===== src/rtl/dtsi_pkg.sv =====
// ----------------------------------------------------------------------------
// dtsi_pkg
// Shared types and constants of the decimal text to signed integer parser.
// ----------------------------------------------------------------------------
package dtsi_pkg;

    localparam logic [7:0] CH_PLUS  = 8'h2B;
    localparam logic [7:0] CH_MINUS = 8'h2D;
    localparam logic [7:0] CH_ZERO  = 8'h30;
    localparam logic [7:0] CH_NINE  = 8'h39;
    localparam logic [7:0] CH_SPACE = 8'h20;
    localparam logic [7:0] CH_TAB   = 8'h09;
    localparam logic [7:0] CH_CR    = 8'h0D;

    localparam logic [63:0] LIM_BIG   = 64'h8000_0000_0000_0000;
    localparam logic [63:0] LIM_POS64 = 64'h7FFF_FFFF_FFFF_FFFF;
    localparam logic [63:0] LIM_DIV10 = 64'd922337203685477580;
    localparam logic [63:0] LIM_POS32 = 64'd2147483647;
    localparam logic [63:0] LIM_NEG32 = 64'd2147483648;

    typedef enum logic [2:0] {
        PH_START  = 3'd0,
        PH_PLUS   = 3'd1,
        PH_MINUS  = 3'd2,
        PH_DIGITS = 3'd3,
        PH_TAIL   = 3'd4,
        PH_FAIL   = 3'd5
    } t_phase;

    typedef enum logic [1:0] {
        ST_OK      = 2'd0,
        ST_INVALID = 2'd1,
        ST_RANGE   = 2'd2
    } t_status;

    typedef struct packed {
        logic        syntax_ok;
        logic        negative;
        logic        overflowed;
        logic [63:0] magnitude;
    } t_fin;

endpackage


===== src/rtl/decimal_text_to_signed_int_top.sv =====
// ----------------------------------------------------------------------------
// decimal_text_to_signed_int_top
// Parses a streamed ASCII decimal string into a signed 32- or 64-bit integer.
// ----------------------------------------------------------------------------
// Input channel: one string byte per transfer (i_char_byte) with i_last_char
// set on its final byte. A byte can be taken every cycle outside a stall.
// Output channel: one result per string, issued for the byte marked last:
// o_parsed_value (0 on failure) and o_parse_status (ok, invalid, out of range).
// Result path: after the last byte, the result passes the input register,
// the string-end register and the result register, in that order.
// Throughput: one byte per cycle outside a stall; the multiply-by-ten
// and add on the 64-bit magnitude in the parser stage sets that loop.
// Config channel: i_cfg_wide_mode selects 64-bit (1) or 32-bit (0) range; it
// is always ready. Write it only while no string is in flight (not enforced).
// Reset: clears the parser to the start of a string, empties all stages and
// selects 32-bit mode.
// Stall: a stalled receiver holds the result; bytes that are not last keep
// flowing, and a last byte waits once both result stages are full.
// ----------------------------------------------------------------------------
module decimal_text_to_signed_int_top (
    input  logic               i_clk,
    input  logic               i_rst_n,
    input  logic               i_in_valid,
    output logic               o_in_ready,
    input  logic [7:0]         i_char_byte,
    input  logic               i_last_char,
    output logic               o_out_valid,
    input  logic               i_out_ready,
    output logic signed [63:0] o_parsed_value,
    output logic [1:0]         o_parse_status,
    input  logic               i_cfg_valid,
    output logic               o_cfg_ready,
    input  logic               i_cfg_wide_mode
);

    logic           fin_valid;
    logic           fin_ready;
    dtsi_pkg::t_fin fin;

    assign o_cfg_ready = 1'b1;

    dtsi_parse u_parse (
        .i_clk       (i_clk),
        .i_rst_n     (i_rst_n),
        .i_in_valid  (i_in_valid),
        .o_in_ready  (o_in_ready),
        .i_char_byte (i_char_byte),
        .i_last_char (i_last_char),
        .o_fin_valid (fin_valid),
        .i_fin_ready (fin_ready),
        .o_fin       (fin)
    );

    dtsi_range u_range (
        .i_clk           (i_clk),
        .i_rst_n         (i_rst_n),
        .i_cfg_valid     (i_cfg_valid),
        .i_cfg_wide_mode (i_cfg_wide_mode),
        .i_fin_valid     (fin_valid),
        .o_fin_ready     (fin_ready),
        .i_fin           (fin),
        .o_out_valid     (o_out_valid),
        .i_out_ready     (i_out_ready),
        .o_parsed_value  (o_parsed_value),
        .o_parse_status  (o_parse_status)
    );

endmodule


===== src/rtl/dtsi_parse.sv =====
// ----------------------------------------------------------------------------
// dtsi_parse
// Input register and per-byte parser state: sign, digit accumulation, overflow.
// ----------------------------------------------------------------------------
module dtsi_parse (
    input  logic           i_clk,
    input  logic           i_rst_n,
    input  logic           i_in_valid,
    output logic           o_in_ready,
    input  logic [7:0]     i_char_byte,
    input  logic           i_last_char,
    output logic           o_fin_valid,
    input  logic           i_fin_ready,
    output dtsi_pkg::t_fin o_fin
);

    logic             r_in_valid;
    logic [7:0]       r_char;
    logic             r_last;
    dtsi_pkg::t_phase r_phase;
    dtsi_pkg::t_phase n_phase;
    logic             r_neg;
    logic             n_neg;
    logic [63:0]      r_mag;
    logic [63:0]      n_mag;
    logic             r_ovf;
    logic             n_ovf;

    logic             fire;
    logic             is_digit;
    logic             is_blank;
    logic             take;
    logic [3:0]       digit;
    logic [63:0]      mag_x10;

    assign fire       = r_in_valid && (!r_last || i_fin_ready);
    assign o_in_ready = !r_in_valid || fire;

    assign is_digit = (r_char >= dtsi_pkg::CH_ZERO) && (r_char <= dtsi_pkg::CH_NINE);
    assign is_blank = (r_char == dtsi_pkg::CH_SPACE) ||
                      ((r_char >= dtsi_pkg::CH_TAB) && (r_char <= dtsi_pkg::CH_CR));
    assign digit    = 4'(r_char - dtsi_pkg::CH_ZERO);
    assign mag_x10  = {r_mag[60:0], 3'b000} + {r_mag[62:0], 1'b0} + {60'd0, digit};

    always_comb begin
        n_phase = r_phase;
        unique case (r_phase)
            dtsi_pkg::PH_START: begin
                if (is_blank) begin
                    n_phase = dtsi_pkg::PH_START;
                end else if (r_char == dtsi_pkg::CH_PLUS) begin
                    n_phase = dtsi_pkg::PH_PLUS;
                end else if (r_char == dtsi_pkg::CH_MINUS) begin
                    n_phase = dtsi_pkg::PH_MINUS;
                end else if (is_digit) begin
                    n_phase = dtsi_pkg::PH_DIGITS;
                end else begin
                    n_phase = dtsi_pkg::PH_FAIL;
                end
            end
            dtsi_pkg::PH_PLUS, dtsi_pkg::PH_MINUS: begin
                n_phase = is_digit ? dtsi_pkg::PH_DIGITS : dtsi_pkg::PH_FAIL;
            end
            dtsi_pkg::PH_DIGITS: begin
                n_phase = is_digit ? dtsi_pkg::PH_DIGITS : dtsi_pkg::PH_TAIL;
            end
            dtsi_pkg::PH_TAIL: begin
                n_phase = dtsi_pkg::PH_TAIL;
            end
            default: begin
                n_phase = dtsi_pkg::PH_FAIL;
            end
        endcase
    end

    always_comb begin
        take  = is_digit && ((r_phase == dtsi_pkg::PH_START) ||
                             (r_phase == dtsi_pkg::PH_PLUS)  ||
                             (r_phase == dtsi_pkg::PH_MINUS) ||
                             (r_phase == dtsi_pkg::PH_DIGITS));
        n_neg = r_neg || ((r_phase == dtsi_pkg::PH_START) && !is_blank &&
                          (r_char == dtsi_pkg::CH_MINUS));
        n_mag = r_mag;
        n_ovf = r_ovf;
        if (take && !r_ovf) begin
            if (r_mag > dtsi_pkg::LIM_DIV10) begin
                n_ovf = 1'b1;
            end else begin
                n_mag = mag_x10;
                n_ovf = mag_x10 > dtsi_pkg::LIM_BIG;
            end
        end
    end

    always_comb begin
        o_fin_valid      = r_in_valid && r_last;
        o_fin.syntax_ok  = (n_phase == dtsi_pkg::PH_DIGITS) || (n_phase == dtsi_pkg::PH_TAIL);
        o_fin.negative   = n_neg;
        o_fin.overflowed = n_ovf;
        o_fin.magnitude  = n_mag;
    end

    always_ff @(posedge i_clk) begin
        if (!i_rst_n) begin
            r_in_valid <= 1'b0;
            r_phase    <= dtsi_pkg::PH_START;
            r_neg      <= 1'b0;
            r_mag      <= 64'd0;
            r_ovf      <= 1'b0;
        end else begin
            if (o_in_ready) begin
                r_in_valid <= i_in_valid;
            end
            if (fire) begin
                if (r_last) begin
                    r_phase <= dtsi_pkg::PH_START;
                    r_neg   <= 1'b0;
                    r_mag   <= 64'd0;
                    r_ovf   <= 1'b0;
                end else begin
                    r_phase <= n_phase;
                    r_neg   <= n_neg;
                    r_mag   <= n_mag;
                    r_ovf   <= n_ovf;
                end
            end
        end
    end

    always_ff @(posedge i_clk) begin
        if (o_in_ready && i_in_valid) begin
            r_char <= i_char_byte;
            r_last <= i_last_char;
        end
    end

endmodule


===== src/rtl/dtsi_range.sv =====
// ----------------------------------------------------------------------------
// dtsi_range
// Final string register, range check against the selected width, result register.
// ----------------------------------------------------------------------------
module dtsi_range (
    input  logic               i_clk,
    input  logic               i_rst_n,
    input  logic               i_cfg_valid,
    input  logic               i_cfg_wide_mode,
    input  logic               i_fin_valid,
    output logic               o_fin_ready,
    input  dtsi_pkg::t_fin     i_fin,
    output logic               o_out_valid,
    input  logic               i_out_ready,
    output logic signed [63:0] o_parsed_value,
    output logic [1:0]         o_parse_status
);

    logic              r_wide_mode;
    logic              r_fin_valid;
    dtsi_pkg::t_fin    r_fin;
    logic              r_out_valid;
    logic [63:0]       r_value;
    dtsi_pkg::t_status r_status;
    logic [63:0]       n_value;
    dtsi_pkg::t_status n_status;
    logic [63:0]       limit;
    logic              out_take;

    assign out_take    = !r_out_valid || i_out_ready;
    assign o_fin_ready = !r_fin_valid || out_take;

    always_comb begin
        if (r_wide_mode) begin
            limit = r_fin.negative ? dtsi_pkg::LIM_BIG : dtsi_pkg::LIM_POS64;
        end else begin
            limit = r_fin.negative ? dtsi_pkg::LIM_NEG32 : dtsi_pkg::LIM_POS32;
        end
        n_value  = 64'd0;
        n_status = dtsi_pkg::ST_INVALID;
        if (r_fin.syntax_ok) begin
            if (r_fin.overflowed || (r_fin.magnitude > limit)) begin
                n_status = dtsi_pkg::ST_RANGE;
            end else begin
                n_status = dtsi_pkg::ST_OK;
                n_value  = r_fin.negative ? (64'd0 - r_fin.magnitude) : r_fin.magnitude;
            end
        end
    end

    always_ff @(posedge i_clk) begin
        if (!i_rst_n) begin
            r_wide_mode <= 1'b0;
            r_fin_valid <= 1'b0;
            r_out_valid <= 1'b0;
        end else begin
            if (i_cfg_valid) begin
                r_wide_mode <= i_cfg_wide_mode;
            end
            if (o_fin_ready) begin
                r_fin_valid <= i_fin_valid;
            end
            if (out_take) begin
                r_out_valid <= r_fin_valid;
            end
        end
    end

    always_ff @(posedge i_clk) begin
        if (o_fin_ready && i_fin_valid) begin
            r_fin <= i_fin;
        end
        if (out_take && r_fin_valid) begin
            r_value  <= n_value;
            r_status <= n_status;
        end
    end

    assign o_out_valid    = r_out_valid;
    assign o_parsed_value = r_value;
    assign o_parse_status = r_status;

endmodule


===== config.mk =====
export PLATFORM = sky130hd
export DESIGN_NAME = decimal_text_to_signed_int_top
export DESIGN_NICKNAME = d
export VERILOG_FILES = /design/src/rtl/dtsi_pkg.sv /design/src/rtl/decimal_text_to_signed_int_top.sv /design/src/rtl/dtsi_parse.sv /design/src/rtl/dtsi_range.sv
export SDC_FILE = /design/constraint.sdc
export NUM_CORES = 1
export LEC_CHECK = 0
export ABC_AREA = 1
export BUFFER_PORTS_ARGS = -buffer_cell sky130_fd_sc_hd__buf_2
export CORE_ASPECT_RATIO = 0.75
export CORE_MARGIN = 2
export CORE_UTILIZATION = 55
export CTS_CLUSTER_DIAMETER = 100
export DETAILED_ROUTE_END_ITERATION = 6
export PLACE_DENSITY = 0.73
export SYNTH_ARGS = -nofsm -noshare
export SYNTH_HDL_FRONTEND = slang
export SYNTH_SLANG_ARGS = --single-unit
export TNS_END_PERCENT = 1

===== constraint.sdc =====
create_clock -name i_clk -period 9.97 [get_ports i_clk]
set_input_delay 1.994 -clock i_clk [delete_from_list [all_inputs] [get_ports i_clk]]
set_output_delay 1.994 -clock i_clk [all_outputs]
set_load 0.05 [all_outputs]

======== Word level (Yosys, flattened, before mapping) ========
Index checks and enable logic that the tools add are counted.
word-level totals
  register bits ........................... 215
  memories kept ........................... 0
  bits in writable memories ............... 0
  latch bits .............................. 0
  ROM bits ................................ 0
cells by class
  shift operators ......................... 0
  reduce and logical (&&, ||, !) cells .... 31
  add/sub/neg operators ................... 4
  bitwise gates (word level) .............. 1
  multiplexer cells ....................... 19
  $mul .................................... 0
  $lt $le $gt $ge ......................... 7
  equal/unequal tests ..................... 9
  div/mod/pow operators ................... 0
operators by type and width
  kind                                                                     count
  64-bit 2-to-1 mux                                                        6
  64-bit by 4-bit adder with 64-bit output                                 1
  64-bit adder                                                             1
  64-bit by 60-bit > comparator with 1-bit output (second input constant)  1
  64-bit > comparator                                                      1
  64-bit > comparator (second input constant)                              1
  1-bit by 64-bit subtractor with 64-bit output (first input constant)     1
  32-bit 2-to-1 mux                                                        1
  8-bit by 6-bit equality test with 1-bit output (second input constant)   3
  3-bit 2-to-1 mux                                                         6
  3-bit one-hot mux with 4 select lines                                    1
  1-bit logical AND                                                        11
  1-bit logical OR                                                         11
  3-bit by 2-bit equality test with 1-bit output (second input constant)   3
  8-bit by 4-bit >= comparator with 1-bit output (second input constant)   1
  8-bit by 6-bit >= comparator with 1-bit output (second input constant)   1
  8-bit by 4-bit <= comparator with 1-bit output (second input constant)   1
  8-bit by 6-bit <= comparator with 1-bit output (second input constant)   1
  3-bit equality test (second input constant)                              2
  1-bit logical NOT                                                        6
  1-bit 2-to-1 mux                                                         4
  2-bit OR reduction                                                       2
  4-bit by 1-bit subtractor with 4-bit output (second input constant)      1
  3-bit by 1-bit equality test with 1-bit output (second input constant)   1
  other kinds (3)                                                          3

======== Depth between registers and ports, before layout ========
  word-level depth ........................ 9
  gate-level depth with buffers ........... 27
  depth with buffers taken out ............ 27

======== By module ========
From an unflattened synthesis, not the netlist that was laid out.
unflattened totals
  cell total of the unflattened synthesis .. 2800
  area total of the unflattened synthesis .. 19073.3 um^2
modules (own cells, without submodules)
  module                          instances  cells an instance  area each (um^2)
  dtsi_parse                      1          1916               10905.5
  dtsi_range                      1          882                8156.6
  decimal_text_to_signed_int_top  1          2                  11.3

======== Worst setup path before layout ========
No wires, ideal clock.
  kind .................................... input -> register
  start ................................... input port i_out_ready
  end ..................................... register u_range.r_status[0] (netlist: u_range.o_parse_status[0]), enable pin
  stages on the path ...................... 2
  path slack .............................. 4.659 ns
  data arrival time ....................... 4.820 ns
  required time ........................... 9.478 ns
  library setup time ...................... 0.492 ns
  path buffers ............................ 0
  cell sequence ........................... nor2_1 > nor2_1
on the way
  cells in the longest elaborated chain, start to end .. 2
RTL lines
  element               RTL line                              text
  start, declared       decimal_text_to_signed_int_top.sv:28  input logic i_out_ready,
  1-bit logical OR      dtsi_range.sv:30                      assign out_take = !r_out_valid || i_out_ready;
  1-bit logical AND     dtsi_range.sv:73                      if (out_take && r_fin_valid) begin
  end signal, assigned  dtsi_range.sv:75                      r_status <= n_status;
  end, declared         dtsi_range.sv:24                      dtsi_pkg::t_status r_status;
No other way between the ends.
A chain may end at the register's enable or synchronous reset.

======== Final worst setup path ========
  start ................................... input port i_out_ready
  end ..................................... output port o_in_ready
on the way
  cells in the longest elaborated chain, start to end .. 5
RTL lines
  element            RTL line                              text
  1-bit logical OR   dtsi_range.sv:30
  1-bit logical OR   dtsi_range.sv:31                      assign o_fin_ready = !r_fin_valid || out_take;
  1-bit logical OR   dtsi_parse.sv:36                      assign fire = r_in_valid && (!r_last || i_fin_ready);
  1-bit logical AND  dtsi_parse.sv:36
  1-bit logical OR   dtsi_parse.sv:37                      assign o_in_ready = !r_in_valid || fire;
  end, declared      decimal_text_to_signed_int_top.sv:24  output logic o_in_ready,
No other way between the ends.

==> impl_metrics.tcl <==
set metrics [dict create \
    resized_after_cts 0 \
    n_fill_cell 3128 \
    cts.reportedPaths.clkPinSlew_ps 60 \
    post_synth_main_area_contributors "sky130_fd_sc_hd__edfxtp_1 23%, sky130_fd_sc_hd__nand2_1 20%, sky130_fd_sc_hd__ha_1 13%, sky130_fd_sc_hd__inv_1 8.1%, sky130_fd_sc_hd__dfxtp_1 8.0%" \
    ys_types 54 \
    post-route-drc-count 0 \
    fp.dieH_um 162 \
    critPathRequiredTime_ps 7980 \
    cts-buffers-inserted 24 \
    layout_worst_path_cycle_share 0.520 \
    grt_pass1_wl_um 81900 \
    postRouteAntennaNets 0 \
    antenna_found_initial 0 \
    portBuffers 82 \
    power.density_cell_area_nw_per_um2 97.8 \
    skew_pair_late_insertion_delay_ps 530 \
    yosys_register_bits 215 \
    hold_path.class "reg2reg" \
    power.total_mw 1.93 \
    critical_path_arrival_ps 3190 \
    maxClockFrequency_mhz 193 \
    status "complete, no violations" \
    first_global_vias 15600 \
    final_critical_path_required_period_ps 5190 \
    grt_start_max_net_pins 74 \
    uppermost_signal_routing_layer_after_detailed_routing "met4" \
    cts_tree "done" \
    synthesis.instances 2688 \
    slew_violations 0 \
    grt.total_usage 0.295 \
    critical_path.max_fanout 4 \
    power.static_leakage_nw 9.64 \
    final.setup_skew_ps 31.9 \
    fin_nets 2964 \
    cap_viol_max_count 0 \
    syn_to_final_growth_pct 8.59 \
    area_used_by_sequential_logic_in_the_layout_um2 5730 \
    routed_wl_um 51100 \
    vdd_drop_max_mv 0.106 \
    timing.slew.headroom 0.245 \
    start_util 0.560 \
    netlist_area_um2 18200 \
    htree_levels 1 \
    pin_count 84 \
    detail_route.iter0.violations 1581 \
    core-area_um2 32500 \
    synth_sequential_area_ratio 0.314 \
    detailroute.via_count 17200 \
    floorplan.rows 57 \
    wirelength_met1_um 26000 \
    synth_area_leader_cell "sky130_fd_sc_hd__edfxtp_1" \
    setup.worst_path.class "in2out" \
    postCtsSetupRepairBufs 0 \
    place_hpwl_um 41500 \
    critical_path.startpoint_type "input port" \
    routed_wire_length_per_instance_um 15.9 \
    drive_gt1_frac 0.0677 \
    die_width_um 214 \
    detailed_router_iteration_count_before_antenna_repair 7 \
    totalNegativeSetupSlack_ps 0 \
    final-hold-violation-count 0 \
    synthesis.nets 2894 \
    synth_top_area_share 0.234 \
    ctsHoldBuffers 0 \
    grt-ovfl-total 0 \
    met3WireLength_um 4140 \
    synth.yosys.warnings 0 \
    antennaDiodeCount 0 \
    clock_tree.root_cell "sky130_fd_sc_hd__clkbuf_16" \
    met2_length_um 20300 \
    die_area_um2 34600 \
    multi_input_area_um2 10800 \
    routed_via_density 5.34 \
    final-setup-viol-count 0 \
    clock-sinks 215 \
    gp_congestion 0.977 \
    rsz_0062_raised_after_global_routing "no" \
    max-clock-path-buffers 3 \
    worst_slew_pin_slew_ps 1130 \
    avgSynthCellArea_um2 6.78 \
    timing.critical_path.to_type "output port" \
]
==> cells by family (layout without fill, tap and decap cells) <==
logic type                 count (synthesis)  count (layout)  synth area share
and+or+nand+nor                         1474            1474             0.335
buffers and inverters                    444             532            0.0947
AOI/OAI and AO/OA                        296             296            0.0913
adders and majority gates                191             191             0.132
other                                      1               1          0.000206
xor gates and xnor gates                  67              67            0.0322
DFF                                      215             215             0.314
==> cells in the final DEF (no fill, tap or decap), types with 7 or more instances in the layout <==
| cell | netlist | final |
|---|---|---|
| sky130_fd_sc_hd__nand2_1 | 956 | 955 |
| sky130_fd_sc_hd__inv_1 | 393 | 392 |
| sky130_fd_sc_hd__nor2_1 | 279 | 277 |
| sky130_fd_sc_hd__ha_1 | 189 | 189 |
| sky130_fd_sc_hd__a21oi_1 | 163 | 163 |
| sky130_fd_sc_hd__edfxtp_1 | 142 | 142 |
| sky130_fd_sc_hd__nand3_1 | 83 | 83 |
| sky130_fd_sc_hd__buf_2 | 7 | 82 |
| sky130_fd_sc_hd__dfxtp_1 | 73 | 73 |
| sky130_fd_sc_hd__o21ai_0 | 66 | 66 |
| sky130_fd_sc_hd__nor3_1 | 42 | 42 |
| sky130_fd_sc_hd__xor2_1 | 38 | 38 |
| sky130_fd_sc_hd__nand4_1 | 31 | 31 |
| sky130_fd_sc_hd__xnor2_1 | 29 | 29 |
| sky130_fd_sc_hd__clkbuf_16 | 0 | 24 |
| sky130_fd_sc_hd__nand3b_1 | 23 | 23 |
| sky130_fd_sc_hd__o21ai_2 | 23 | 23 |
| sky130_fd_sc_hd__nor4_1 | 16 | 16 |
| sky130_fd_sc_hd__nor3_2 | 9 | 9 |
| sky130_fd_sc_hd__a31oi_1 | 8 | 8 |
| sky130_fd_sc_hd__buf_4 | 3 | 8 |
| sky130_fd_sc_hd__nor2_2 | 7 | 7 |
==> cells in the mapped netlist, drive strengths merged <==
| cell | count |
|---|---|
| nand2 | 960 |
| inv | 397 |
| nor2 | 289 |
| ha | 189 |
| a21oi | 163 |
| edfxtp | 142 |
| o21ai | 95 |
| nand3 | 85 |
| dfxtp | 73 |
| nor3 | 51 |
| xor2 | 38 |
| nand4 | 33 |
| clkbuf | 29 |
| xnor2 | 29 |
| nand3b | 23 |
| nor4 | 18 |
| buf | 17 |
| a31oi | 8 |
| or2 | 8 |
| o21bai | 6 |
| a211oi | 5 |
| o2111ai | 4 |
| a21o | 3 |
| nor3b | 3 |
| o31ai | 3 |
| a21boi | 2 |
| and2 | 2 |
| fa | 2 |
| o211ai | 2 |
| o41ai | 2 |
| a211o | 1 |
| clkinv | 1 |
| conb | 1 |
| nor4b | 1 |
| o21a | 1 |
| o221ai | 1 |
| or4 | 1 |
==> flip-flops by register name, indices dropped and copies added, names as in the netlist <==
name	cells
u_parse.r_char	8
u_parse.r_in_valid	1
u_parse.r_last	1
u_parse.r_mag	64
u_parse.r_neg	1
u_parse.r_ovf	1
u_parse.r_phase	3
u_range.o_out_valid	1
u_range.o_parse_status	2
u_range.o_parsed_value	64
u_range.r_fin	67
u_range.r_fin_valid	1
u_range.r_wide_mode	1
==> area by class of cell <==
| type | count | share of cell area |
|---|---|---|
| multi-input cells | 2029 | 0.546 |
| clock inverters | 13 | 0.00512 |
| repair buffers | 90 | 0.0238 |
| well taps | 442 | 0.0280 |
| clock buffers | 31 | 0.0322 |
| flip-flops and latches | 215 | 0.289 |
| inverters | 398 | 0.0755 |
==> worst max-delay path, stage by stage <==
cell                     delay [ps]
sky130_fd_sc_hd__buf_2          100
sky130_fd_sc_hd__nor2_1         350
sky130_fd_sc_hd__inv_1          110
sky130_fd_sc_hd__nor2_1         110
sky130_fd_sc_hd__inv_1          110
sky130_fd_sc_hd__nor2_1         140
sky130_fd_sc_hd__inv_1           70
sky130_fd_sc_hd__buf_2          210
==> per-stage QoR <==
| stage | cells | util | hold slack, ps | instance area (µm²) | setup slack [ps] |
|---|---|---|---|---|---|
| 2_1_floorplan | 2688 | - | 445 | 18200 | 4660 |
| 3_3_place_gp | 3174 | 0.585 | 454 | 19000 | 4800 |
| 3_5_place_dp | 3174 | 0.585 | 459 | 19000 | 4800 |
| 4_1_cts | 3218 | 0.608 | 473 | 19800 | 4790 |
| 5_1_grt | 3218 | 0.608 | 497 | 19800 | 4480 |
| 6_report | 3218 | 0.608 | 476 | 19800 | 4780 |
==> path summary, 6_finish.rpt <==
check | start | endpoint | slack (ps) | cells past startpoint
hold reg to reg | u_parse.r_mag[63]$_SDFFE_PN0P_ | u_parse.r_mag[63]$_SDFFE_PN0P_ | 480 | 2
setup reg to reg | u_range.r_fin[65]$_DFFE_PP_ | u_range.o_parsed_value[54]$_SDFFCE_PP0P_ | 4960 | 15
hold / removal | u_parse.r_mag[63]$_SDFFE_PN0P_ | u_parse.r_mag[63]$_SDFFE_PN0P_ | 480 | 2
setup / recovery | i_out_ready | o_in_ready | 4780 | 8
==> routing by layer <==
layer	up-vias	GRT usage
met5	-	0
met4	0	0.0502
met3	46	0.0264
met2	587	0.424
met1	7779	0.478
li1	8769	-
==> where the power goes <==
| group | leakage [nW] | switching (mW) | internal (mW) |
|---|---|---|---|
| clock network | 0.359 | 0.352 | 0.478 |
| logic | 7.40 | 0.0877 | 0.0376 |
| registers | 1.88 | 0.0180 | 0.962 |
| total | 9.64 | 0.457 | 1.48 |
No activity file was read; power rests on OpenSTA's default activity.
